`config.mk`:
```
export PLATFORM = sky130hd
export DESIGN_NAME = hms_clock_with_alarm
export DESIGN_NICKNAME = d
export VERILOG_FILES = /design/src/hw/rtl/hca_pkg.sv /design/src/hw/rtl/hms_clock_with_alarm.sv /design/src/hw/rtl/hca_time_unit.sv /design/src/hw/rtl/hca_display.sv
export SDC_FILE = /design/constraint.sdc
export NUM_CORES = 1
export LEC_CHECK = 0
export BUFFER_PORTS_ARGS = -buffer_cell sky130_fd_sc_hd__buf_2
export CAP_MARGIN = 5
export CELL_PAD_IN_SITES_DETAIL_PLACEMENT = 1
export CELL_PAD_IN_SITES_GLOBAL_PLACEMENT = 2
export CORE_ASPECT_RATIO = 1.1
export CORE_MARGIN = 3
export CORE_UTILIZATION = 40
export CTS_BUF_LIST = sky130_fd_sc_hd__clkbuf_16
export CTS_CLUSTER_SIZE = 14
export DETAILED_ROUTE_END_ITERATION = 12
export PLACE_DENSITY_LB_ADDON = 0.25
export SYNTH_ARGS = -nofsm -noshare
export SYNTH_HDL_FRONTEND = slang
export SYNTH_HIERARCHICAL = 1
export SYNTH_SLANG_ARGS = --single-unit
```
`constraint.sdc`:
```
create_clock -name clock -period 7.6 [get_ports clock]
set_input_delay 1.52 -clock clock [delete_from_list [all_inputs] [get_ports clock]]
set_output_delay 1.52 -clock clock [all_outputs]
set_load 0.01 [all_outputs]
```
`src/hw/rtl/hca_pkg.sv`:
```
`default_nettype none
// ---------------------------------------------------------------------------
// hca_pkg
// Types, action codes and digit helpers shared by the HH:MM:SS clock files.
// ---------------------------------------------------------------------------
package hca_pkg;

   localparam logic [2:0] ACTION_FWD   = 3'd0;
   localparam logic [2:0] ACTION_BACK  = 3'd1;
   localparam logic [2:0] ACTION_CHECK = 3'd2;
   localparam logic [2:0] ACTION_CLEAR = 3'd3;
   localparam logic [2:0] ACTION_LOAD  = 3'd4;

   localparam logic [1:0] ALARM_NONE   = 2'd0;
   localparam logic [1:0] ALARM_FULL   = 2'd1;
   localparam logic [1:0] ALARM_HR_MIN = 2'd2;
   localparam logic [1:0] ALARM_HOUR   = 2'd3;

   localparam logic [5:0] MAX_MIN_SEC  = 6'd59;
   localparam logic [5:0] MAX_HOUR_24  = 6'd23;
   localparam logic [5:0] MAX_HOUR_12  = 6'd12;

   localparam logic [7:0] CHAR_ZERO    = 8'h30;
   localparam logic [7:0] CHAR_COLON   = 8'h3A;

   typedef struct packed {
      logic [2:0] action;
      logic [4:0] hour_in;
      logic [5:0] minute_in;
      logic [5:0] second_in;
   } req_payload_type;

   typedef struct packed {
      logic [4:0]  hour_out;
      logic [5:0]  minute_out;
      logic [5:0]  second_out;
      logic [1:0]  alarm_level;
      logic [63:0] display_text;
   } rsp_payload_type;

   typedef struct packed {
      logic [4:0] hours;
      logic [5:0] minutes;
      logic [5:0] seconds;
      logic [1:0] alarm;
   } time_state_type;

   // Tens digit of a value below 64.
   function automatic logic [2:0] tens_digit(input logic [5:0] v);
      logic [2:0] t;
      if (v >= 6'd60)      t = 3'd6;
      else if (v >= 6'd50) t = 3'd5;
      else if (v >= 6'd40) t = 3'd4;
      else if (v >= 6'd30) t = 3'd3;
      else if (v >= 6'd20) t = 3'd2;
      else if (v >= 6'd10) t = 3'd1;
      else                 t = 3'd0;
      return t;
   endfunction

   // Two ASCII digits, tens in the upper byte.
   function automatic logic [15:0] two_digits(input logic [5:0] v);
      logic [2:0] t;
      logic [5:0] u;
      t = tens_digit(v);
      u = v - (6'(t) * 6'd10);
      return {CHAR_ZERO + {5'd0, t}, CHAR_ZERO + {4'd0, u[3:0]}};
   endfunction

endpackage : hca_pkg
`default_nettype wire

```
`src/hw/rtl/hms_clock_with_alarm.sv`:
```
`default_nettype none
// ---------------------------------------------------------------------------
// hms_clock_with_alarm
// HH:MM:SS clock with tick up/down, time load and a sticky alarm level.
// ---------------------------------------------------------------------------
// A request transfer shows up as a response after it passes the input
// register, then the result register.
// Throughput: one transfer per cycle while the response side keeps taking
// results; the time update loop in hca_time_unit sets that figure.
// Reset: synchronous, active high; clears time, alarm level, 12-hour mode
// and both valid flags.
module hms_clock_with_alarm (
   input  wire                       clock,
   input  wire                       reset,
   // request channel
   input  wire                       req_valid,
   output logic                      req_ready,
   input  wire hca_pkg::req_payload_type req_data,
   // response channel
   output logic                      rsp_valid,
   input  wire                       rsp_ready,
   output hca_pkg::rsp_payload_type  rsp_data,
   // mode register
   input  wire                       csr_write_enable,
   input  wire                       csr_write_data
);
   import hca_pkg::*;

   // Stage 1: hold the accepted request.
   logic            cmd_valid_ff;
   req_payload_type cmd_ff;
   // Stage 2: result register.
   logic            rsp_valid_ff;
   rsp_payload_type rsp_ff;
   rsp_payload_type rsp_in;

   logic           mode_ff;
   logic           advance;
   time_state_type state_next;
   logic [63:0]    text_next;

   // Advance the command into the time registers whenever the result
   // register is empty or its contents leave in this same cycle.
   assign advance   = cmd_valid_ff && (!rsp_valid_ff || rsp_ready);
   // Take a new transfer when stage 1 is empty or is draining now.
   assign req_ready = !cmd_valid_ff || advance;

   always_ff @(posedge clock) begin
      if (reset) begin
         mode_ff <= 1'b0;
      end else if (csr_write_enable) begin
         mode_ff <= csr_write_data;
      end
   end

   always_ff @(posedge clock) begin
      if (reset) begin
         cmd_valid_ff <= 1'b0;
      end else if (req_ready) begin
         cmd_valid_ff <= req_valid;
      end
   end

   always_ff @(posedge clock) begin
      if (req_valid && req_ready) begin
         cmd_ff <= req_data;
      end
   end

   hca_time_unit u_time (
      .clock            (clock),
      .reset            (reset),
      .advance          (advance),
      .twelve_hour_mode (mode_ff),
      .cmd              (cmd_ff),
      .state_next       (state_next)
   );

   hca_display u_display (
      .time_value (state_next),
      .text       (text_next)
   );

   // Result shows the time after this command.
   always_comb begin
      rsp_in.hour_out     = state_next.hours;
      rsp_in.minute_out   = state_next.minutes;
      rsp_in.second_out   = state_next.seconds;
      rsp_in.alarm_level  = state_next.alarm;
      rsp_in.display_text = text_next;
   end

   always_ff @(posedge clock) begin
      if (reset) begin
         rsp_valid_ff <= 1'b0;
      end else if (advance) begin
         rsp_valid_ff <= 1'b1;
      end else if (rsp_ready) begin
         // drop the result once it has been taken
         rsp_valid_ff <= 1'b0;
      end
   end

   always_ff @(posedge clock) begin
      if (advance) begin
         rsp_ff <= rsp_in;
      end
   end

   assign rsp_valid = rsp_valid_ff;
   assign rsp_data  = rsp_ff;

endmodule : hms_clock_with_alarm
`default_nettype wire

```
`src/hw/rtl/hca_time_unit.sv`:
```
`default_nettype none
// ---------------------------------------------------------------------------
// hca_time_unit
// Time and alarm registers with the next-state logic for one action.
// ---------------------------------------------------------------------------
module hca_time_unit (
   input  wire                       clock,
   input  wire                       reset,
   input  wire                       advance,
   input  wire                       twelve_hour_mode,
   input  wire hca_pkg::req_payload_type cmd,
   output hca_pkg::time_state_type   state_next
);
   import hca_pkg::*;

   time_state_type state_ff;
   time_state_type state_in;

   logic [6:0] sec_inc;
   logic [6:0] min_inc;
   logic [5:0] hour_inc;
   logic [4:0] hour_up;
   logic [4:0] hour_down;
   logic [1:0] check_level;

   always_comb begin
      sec_inc  = {1'b0, state_ff.seconds} + 7'd1;
      min_inc  = {1'b0, state_ff.minutes} + 7'd1;
      hour_inc = {1'b0, state_ff.hours} + 6'd1;

      // hour after a carry up
      if (twelve_hour_mode) begin
         hour_up = (hour_inc > MAX_HOUR_12) ? 5'd1 : hour_inc[4:0];
      end else begin
         hour_up = (hour_inc > MAX_HOUR_24) ? 5'd0 : hour_inc[4:0];
      end

      // hour after a borrow down
      if (twelve_hour_mode) begin
         hour_down = (state_ff.hours <= 5'd1) ? 5'd12 : state_ff.hours - 5'd1;
      end else begin
         hour_down = (state_ff.hours == 5'd0) ? 5'd23 : state_ff.hours - 5'd1;
      end

      // most specific match wins; no match keeps the level
      check_level = state_ff.alarm;
      if (state_ff.hours == cmd.hour_in) begin
         check_level = ALARM_HOUR;
         if (state_ff.minutes == cmd.minute_in) begin
            check_level = ALARM_HR_MIN;
            if (state_ff.seconds == cmd.second_in) check_level = ALARM_FULL;
         end
      end
   end

   always_comb begin
      state_in = state_ff;
      case (cmd.action)
         ACTION_FWD: begin
            if (sec_inc > {1'b0, MAX_MIN_SEC}) begin
               state_in.seconds = 6'd0;
               if (min_inc > {1'b0, MAX_MIN_SEC}) begin
                  state_in.minutes = 6'd0;
                  state_in.hours   = hour_up;
               end else begin
                  state_in.minutes = min_inc[5:0];
               end
            end else begin
               state_in.seconds = sec_inc[5:0];
            end
         end
         ACTION_BACK: begin
            if (state_ff.seconds == 6'd0) begin
               state_in.seconds = MAX_MIN_SEC;
               if (state_ff.minutes == 6'd0) begin
                  state_in.minutes = MAX_MIN_SEC;
                  state_in.hours   = hour_down;
               end else begin
                  state_in.minutes = state_ff.minutes - 6'd1;
               end
            end else begin
               state_in.seconds = state_ff.seconds - 6'd1;
            end
         end
         ACTION_CHECK: begin
            state_in.alarm = check_level;
         end
         ACTION_CLEAR: begin
            state_in.alarm = ALARM_NONE;
         end
         ACTION_LOAD: begin
            state_in.hours   = cmd.hour_in;
            state_in.minutes = cmd.minute_in;
            state_in.seconds = cmd.second_in;
            state_in.alarm   = ALARM_NONE;
         end
         default: begin
            state_in = state_ff;
         end
      endcase
   end

   always_ff @(posedge clock) begin
      if (reset) begin
         state_ff <= '0;
      end else if (advance) begin
         state_ff <= state_in;
      end
   end

   assign state_next = state_in;

endmodule : hca_time_unit
`default_nettype wire

```
`src/hw/rtl/hca_display.sv`:
```
`default_nettype none
// ---------------------------------------------------------------------------
// hca_display
// Renders a time as eight ASCII characters HH:MM:SS.
// ---------------------------------------------------------------------------
module hca_display (
   input  wire hca_pkg::time_state_type time_value,
   output logic [63:0]             text
);
   import hca_pkg::*;

   assign text = {two_digits({1'b0, time_value.hours}), CHAR_COLON,
                  two_digits(time_value.minutes), CHAR_COLON,
                  two_digits(time_value.seconds)};

endmodule : hca_display
`default_nettype wire

```
==> impl_metrics.py, run 1 <==
metrics = {
    "sta": {
        "worst_pin_slew_ns": 1.030,
        "setup_slack_ns": 2.674,
        "post-route-min-period_ns": 4.926,
        "drv_slew": 0,
        "rsz0062_at_grt": "false",
        "max_slew_margin_pct": 31.34,
        "fin_setup_tns_ns": 0,
        "fmax_ghz": 0.2030,
        "setup_viol": 0,
        "fin_crit_sh_pct": 64.81,
        "hold_viol_final": 0,
        "clock_skew_ns": 0.007065,
    },
    "layout": {
        "nets": 783,
        "layout.area.seq_um2": 3533,
        "fillers": 1855,
        "final_cell_count_no_fill": 957,
        "design_area_um2": 7893,
        "synthToLayoutAreaGrowth_pct": 15.19,
        "multi_input_area_um2": 2808,
        "fin_util_pct": 47.68,
        "n_antenna_cell": 0,
        "drive_gt1_share_pct": 22.31,
    },
    "power_and_ir_drop": {
        "p_leak_nw": 3.096,
        "p_switching_w": 0.0005063,
        "clockPowerShare_pct": 43.1,
        "p_comb_share_pct": 13.3,
        "pwr_density_cell_nw_per_um2": 242.2,
        "ir_drop_mv": 0.1495,
        "seqPwrFrac_pct": 43.5,
        "switching_share_pct": 26.49,
        "intPower_w": 0.001405,
    },
    "synth": {
        "ys_async_sr_fraction_pct": 0,
        "synth_most_common_cell": "edfxtp_1",
        "synth_warnings": 6,
        "synth_ff_type": "edfxtp_1",
        "avgSynthCellArea_um2": 10.49,
        "synth.distinct_cells": 78,
        "yosysTopAreaCellShare_pct": 45.14,
        "synthTopCellsByArea": "edfxtp_1 45%, dfxtp_1 6.4%, buf_4 5.5%, nor2_1 3.9%, a21oi_1 3.1%",
        "netlist_instances": 653,
        "yosysTopAreaCell": "edfxtp_1",
        "netlist_top_cells_count": "103 x edfxtp_1, 71 x nor2_1, 50 x buf_4",
        "yosysSeqAreaShare_pct": 51.57,
        "ys_ff_latch": 125,
        "synth_area_um2": 6852,
        "synth-edff-count": 103,
    },
    "routing": {
        "drt_wl_total_mm": 17.33,
        "wl_per_cell_um": 18.11,
        "num_vias": 5139,
        "viasPerCell": 5.370,
        "drt_iter0_drc": 244,
        "final_antenna_net_count": 0,
        "drc": 0,
        "drt_pass1_iterations": 5,
    },
    "clock_network": {
        "cts_max_level": 4,
        "cts_resized": 0,
        "cts_sinks": 125,
        "clk_pin_slew_ns": 0.06,
        "clkLatencyLatePin_ns": 0.42,
        "cts_tree": "done",
        "root_buffer": "clkbuf_16",
        "cts_buffers": 17,
        "cts_setup_buffers": 0,
        "cts_hold_buf": 0,
        "cts.path.max_buffers": 2,
    },
    "floorplan": {
        "start_util_pct": 41.39,
        "io_pins": 111,
        "die_h_um": 143.3,
        "die-area_um2": 18740,
        "fp.dieW_um": 130.8,
        "core_area_um2": 16550,
        "std_cell_rows": 49,
    },
    "setup_path": {
        "start_kind": "flip-flop",
        "critical_path.endpoint_type": "flip-flop",
        "r2r_slack_ns": 2.67,
        "cp.arrival_ns": 5.10,
        "worstPathRequired_ns": 7.77,
        "critPathKind": "reg2reg",
        "worstPathMaxFanout": 15,
    },
    "global_routing": {
        "grt_max_degree": 56,
        "antenna_found_initial": 0,
        "grt_pass1_wl_mm": 27.83,
        "grt_overflow": 0,
        "first_global_vias": 5256,
        "grt_usage_pct": 19.08,
    },
    "placement": {
        "dp_hpwl_mm": 12.21,
        "placed_cells": 925,
        "gp_congestion": 0.8830,
        "preCtsSetupSlack_ns": 2.713,
        "placed_area_um2": 7297,
        "port_buffers": 110,
    },
    "worst_hold_path": {
        "holdCritPathClass": "reg2reg",
    },
    "run_status": {
        "status": "finished clean",
    },
    "run": {
        "maxCapViolations": 0,
    },
}
-- worst max-delay path, stage by stage, from the launching register on --
cell	delay [ns]
dfxtp_1	0.64
ha_1	0.35
a21boi_0	0.12
o221a_1	0.29
o22a_2	0.21
a311oi_2	0.70
and2_1	0.43
a41oi_2	0.19
a22oi_1	0.51
nor2_1	0.13
o21ai_0	0.23
a22o_1	0.18
ha_1	0.14
inv_1	0.05
fa_1	0.38
xnor2_1	0.14
-- cells by family (layout without fill, tap and decap cells) --
family / count (synthesis) / after routing / share of synthesized area [%]
xor+xnor: 30 / 30 / 3.835
flops: 125 / 125 / 51.57
mux: 3 / 3 / 0.4383
buf+inv: 121 / 179 / 9.843
other cells: 2 / 44 / 0.1096
simple gates: 199 / 199 / 14.50
compound gates: 155 / 155 / 16.11
fa+ha+maj: 18 / 18 / 3.598
-- metal layers --
layer / vias to the layer above / track usage (%) / wire length [µm] / share of wire, %
met5: - / 0 / 0 / 0
met4: 0 / 5.901 / 211 / 1.2
met3: 16 / 3.629 / 731 / 4.2
met2: 132 / 30.96 / 8595 / 50
met1: 2531 / 25.89 / 7788 / 45
li1: 2460 / - / - / -
-- final cells by class --
type / instances / area share, %
Multi-Input combinational cell: 449 / 35.57
Sequential cell: 125 / 44.77
Clock buffer: 17 / 5.390
Inverter: 34 / 1.617
Timing Repair Buffer: 113 / 7.261
Clock inverter: 15 / 2.156
Tap cell: 204 / 3.234
-- stage by stage --
stage / hold WS, ns / power (W)
floorplan: 0.4613 / 0.001032
global placement: 0.4789 / 0.001089
detailed placement: 0.4953 / 0.001101
CTS: 0.5034 / 0.001935
global route: 0.5436 / 0.002004
finish: 0.4936 / 0.001911
-- power by group through the flow --
stage          Clock (W)  Combinational, W  Sequential (W)
6_report        0.000825          0.000255        0.000832
5_1_grt         0.000877          0.000289        0.000838
4_1_cts         0.000846          0.000257        0.000833
3_5_place_dp           0          0.000255        0.000846
3_3_place_gp           0          0.000245        0.000844
2_1_floorplan          0          0.000192        0.000840
-- final timing paths --
path,from,endpoint,cells after the start
max,u_time/state_ff[8],rsp_data[51],15
min,u_time/state_ff[1],u_time/state_ff[1],2
min reg2reg,u_time/state_ff[1],u_time/state_ff[1],2
max reg2reg,u_time/state_ff[8],rsp_data[51],15
-- cells in the final DEF, fill, tap and decap left out, types with 4 or more instances in the layout --
cell type,instances
nand2b_1,5
a211oi_1,18
conb_1,44
clkbuf_16,17
and3_1,5
dfxtp_1,22
a211oi_2,7
edfxtp_1,103
xnor2_1,12
a21oi_1,43
nor2b_1,11
o21a_1,6
clkinvlp_4,4
nor4_1,5
inv_1,33
nor2_1,71
xor2_1,18
ha_1,14
buf_2,110
nand3_1,21
nand2_1,36
a311oi_1,6
nor3_1,15
a22oi_1,4
o311a_1,4
o21ai_0,26
-- registers in the layout, indices dropped and copies added, names as in the netlist --
signal,flops
cmd_ff,20
cmd_valid_ff,1
mode_ff,1
rsp_data,83
rsp_valid,1
u_time/state_ff,19
Note: power is estimated with default switching activity, not from simulation.
==> run 2, diff against run 1 <==
- CORE_UTILIZATION: 40 -> 37
- clock period: 7.6 -> 4.6 ns (I/O delays scaled with it)
==> run 2 against run 1 <==
  * Non-clock buffer count grew 17
  * Worst setup slack lost 2.4 ns
  * Critical endpoint is now rsp_data[2]
  * Largest cell class unchanged
  * Clock power grew 66%
  * Utilization shrank 2.7 points
==> impl_metrics.py, run 2 (synthesis gave the netlist of run 1 again) <==
metrics = {
    "run_status": {
        "status": "finished clean",
    },
    "clock_network": {
        "cts_setup_buffers": 0,
        "cts_hold_buf": 0,
        "cts.path.max_buffers": 2,
        "cts_sinks": 125,
        "cts_tree": "done",
        "root_buffer": "clkbuf_16",
        "clk_pin_slew_ns": 0.06,
        "cts_buffers": 17,
        "clkLatencyLatePin_ns": 0.42,
        "cts_resized": 0,
        "cts_max_level": 4,
    },
    "routing": {
        "drt_iter0_drc": 276,
        "num_vias": 5139,
        "final_antenna_net_count": 0,
        "viasPerCell": 5.103,
        "drc": 0,
        "wl_per_cell_um": 17.16,
        "drt_pass1_iterations": 4,
        "drt_wl_total_mm": 17.28,
    },
    "sta": {
        "fin_setup_tns_ns": 0,
        "fin_crit_sh_pct": 93.03,
        "fmax_ghz": 0.2337,
        "drv_slew": 0,
        "clock_skew_ns": 0.01674,
        "hold_viol_final": 0,
        "post-route-min-period_ns": 4.280,
        "setup_viol": 0,
        "max_slew_margin_pct": 42.74,
        "worst_pin_slew_ns": 0.8589,
        "rsz0062_at_grt": "false",
    },
    "setup_path": {
        "start_kind": "flip-flop",
        "worstPathMaxFanout": 13,
        "critical_path.endpoint_type": "flip-flop",
        "worstPathRequired_ns": 4.76,
        "critPathKind": "reg2reg",
        "path_cells": "ha_1 > nand3_1 > xnor2_1 > and4_1 > o21a_2 > nor2_1 > a211oi_1 > nor2_1 > inv_1 > or4_1 > nand3_1 > o21ai_1 > ha_1 > inv_1 > fa_1",
        "crit_path_top_delay_cell": "or4_1",
        "reg2reg_depth": 15,
        "critPathMaxStageDelay_ns": 0.54,
        "r2r_end": "rsp_data[2]",
        "crit-reg2reg-launch": "u_time/state_ff[3]",
        "r2r_slack_ns": 0.32,
        "cp.arrival_ns": 4.44,
    },
    "placement": {
        "port_buffers": 110,
        "placed_cells": 976,
        "dp_hpwl_mm": 12.48,
        "gp_congestion": 0.8851,
        "placed_area_um2": 7462,
    },
    "global_routing": {
        "first_global_vias": 5392,
        "grt_overflow": 0,
        "antenna_found_initial": 0,
        "grt_pass1_wl_mm": 28.61,
        "grt_usage_pct": 17.95,
        "grt_max_degree": 72,
    },
    "power_and_ir_drop": {
        "ir_drop_mv": 0.2603,
        "p_leak_nw": 3.180,
        "pwr_density_cell_nw_per_um2": 393.3,
        "clockPowerShare_pct": 43.0,
        "intPower_w": 0.002332,
        "p_switching_w": 0.0008435,
        "seqPwrFrac_pct": 42.7,
        "switching_share_pct": 26.56,
        "p_comb_share_pct": 14.3,
    },
    "layout": {
        "final_cell_count_no_fill": 1007,
        "drive_gt1_share_pct": 24.84,
        "synthToLayoutAreaGrowth_pct": 17.84,
        "most-common-layout-cells": "110 x buf_2, 103 x edfxtp_1, 70 x nor2_1",
        "nets": 800,
        "largest_register_ffs": 83,
        "mostFrequentLayoutCell": "buf_2",
        "design_area_um2": 8074,
        "n_antenna_cell": 0,
    },
    "floorplan": {
        "std_cell_rows": 51,
        "start_util_pct": 38.21,
        "core_area_um2": 17930,
        "fp.dieW_um": 135.7,
        "io_pins": 111,
        "die_h_um": 148.7,
        "die-area_um2": 20190,
    },
    "run": {
        "maxCapViolations": 0,
    },
    "worst_hold_path": {
        "worstHoldStart": "u_time/state_ff[1]",
        "whs_endpoint": "u_time/state_ff[1]",
        "holdPathStages": 2,
        "holdCritPathClass": "reg2reg",
    },
}
run 2: worst max path at each step:
| stage | startpoint | endpoint | slack (ns) |
|---|---|---|---|
| after floorplan | u_time/state_ff[8] | rsp_data[26] | 0.74 |
| after global placement | u_time/state_ff[9] | rsp_data[27] | 0.31 |
| after detailed placement | u_time/state_ff[9] | rsp_data[27] | 0.08 |
| after CTS | u_time/state_ff[9] | rsp_data[27] | 0.03 |
| after global routing | u_time/state_ff[3] | rsp_data[2] | 0.007 |
| final | u_time/state_ff[3] | rsp_data[2] | 0.32 |
run 2: through the flow:
step	worst slack (ns)	util, %	power [W]	hold slack, ns
floorplan	0.7444	-	0.001705	0.4613
global placement	0.3059	41.62	0.001813	0.4761
detailed placement	0.07784	41.62	0.001834	0.4926
CTS	0.03175	44.92	0.003211	0.5006
global route	0.006698	45.03	0.003335	0.5394
finish	0.3204	45.03	0.003176	0.4963
run 2: metal layers:
metal	share of wire [%]	global-route usage, %	vias up
met1	45	23.83	2488
li1	-	-	2485
met4	0.65	6.099	0
met2	49	29.66	154
met3	6.1	3.248	12
met5	0	0	-
run 2: power by group through the flow:
stage | combinational [W] | clock [W] | sequential [W]
floorplan | 0.000318 | 0 | 0.00139
global placement | 0.000435 | 0 | 0.00138
detailed placement | 0.000452 | 0 | 0.00138
CTS | 0.000457 | 0.00140 | 0.00136
global route | 0.000515 | 0.00145 | 0.00137
finish | 0.000453 | 0.00137 | 0.00136
run 2: critical path: cells and delay by family (launching register included):
kind / cells / cell delay, ns
simple gates: 6 / 1.74
compound gates: 3 / 0.59
flops: 1 / 0.42
buf+inv: 2 / 0.23
fa+ha+maj: 3 / 0.84
xor+xnor: 1 / 0.19
run 2: area by class of cell:
cell class,instances,area (µm²)
fill,2055,9857
sequential,125,3536
multi-input combinational,449,2819
timing repair buffer,130,700.7
clock buffer,17,425.4
tap,238,297.8
clock inverter,14,167.7
inverter,34,127.6
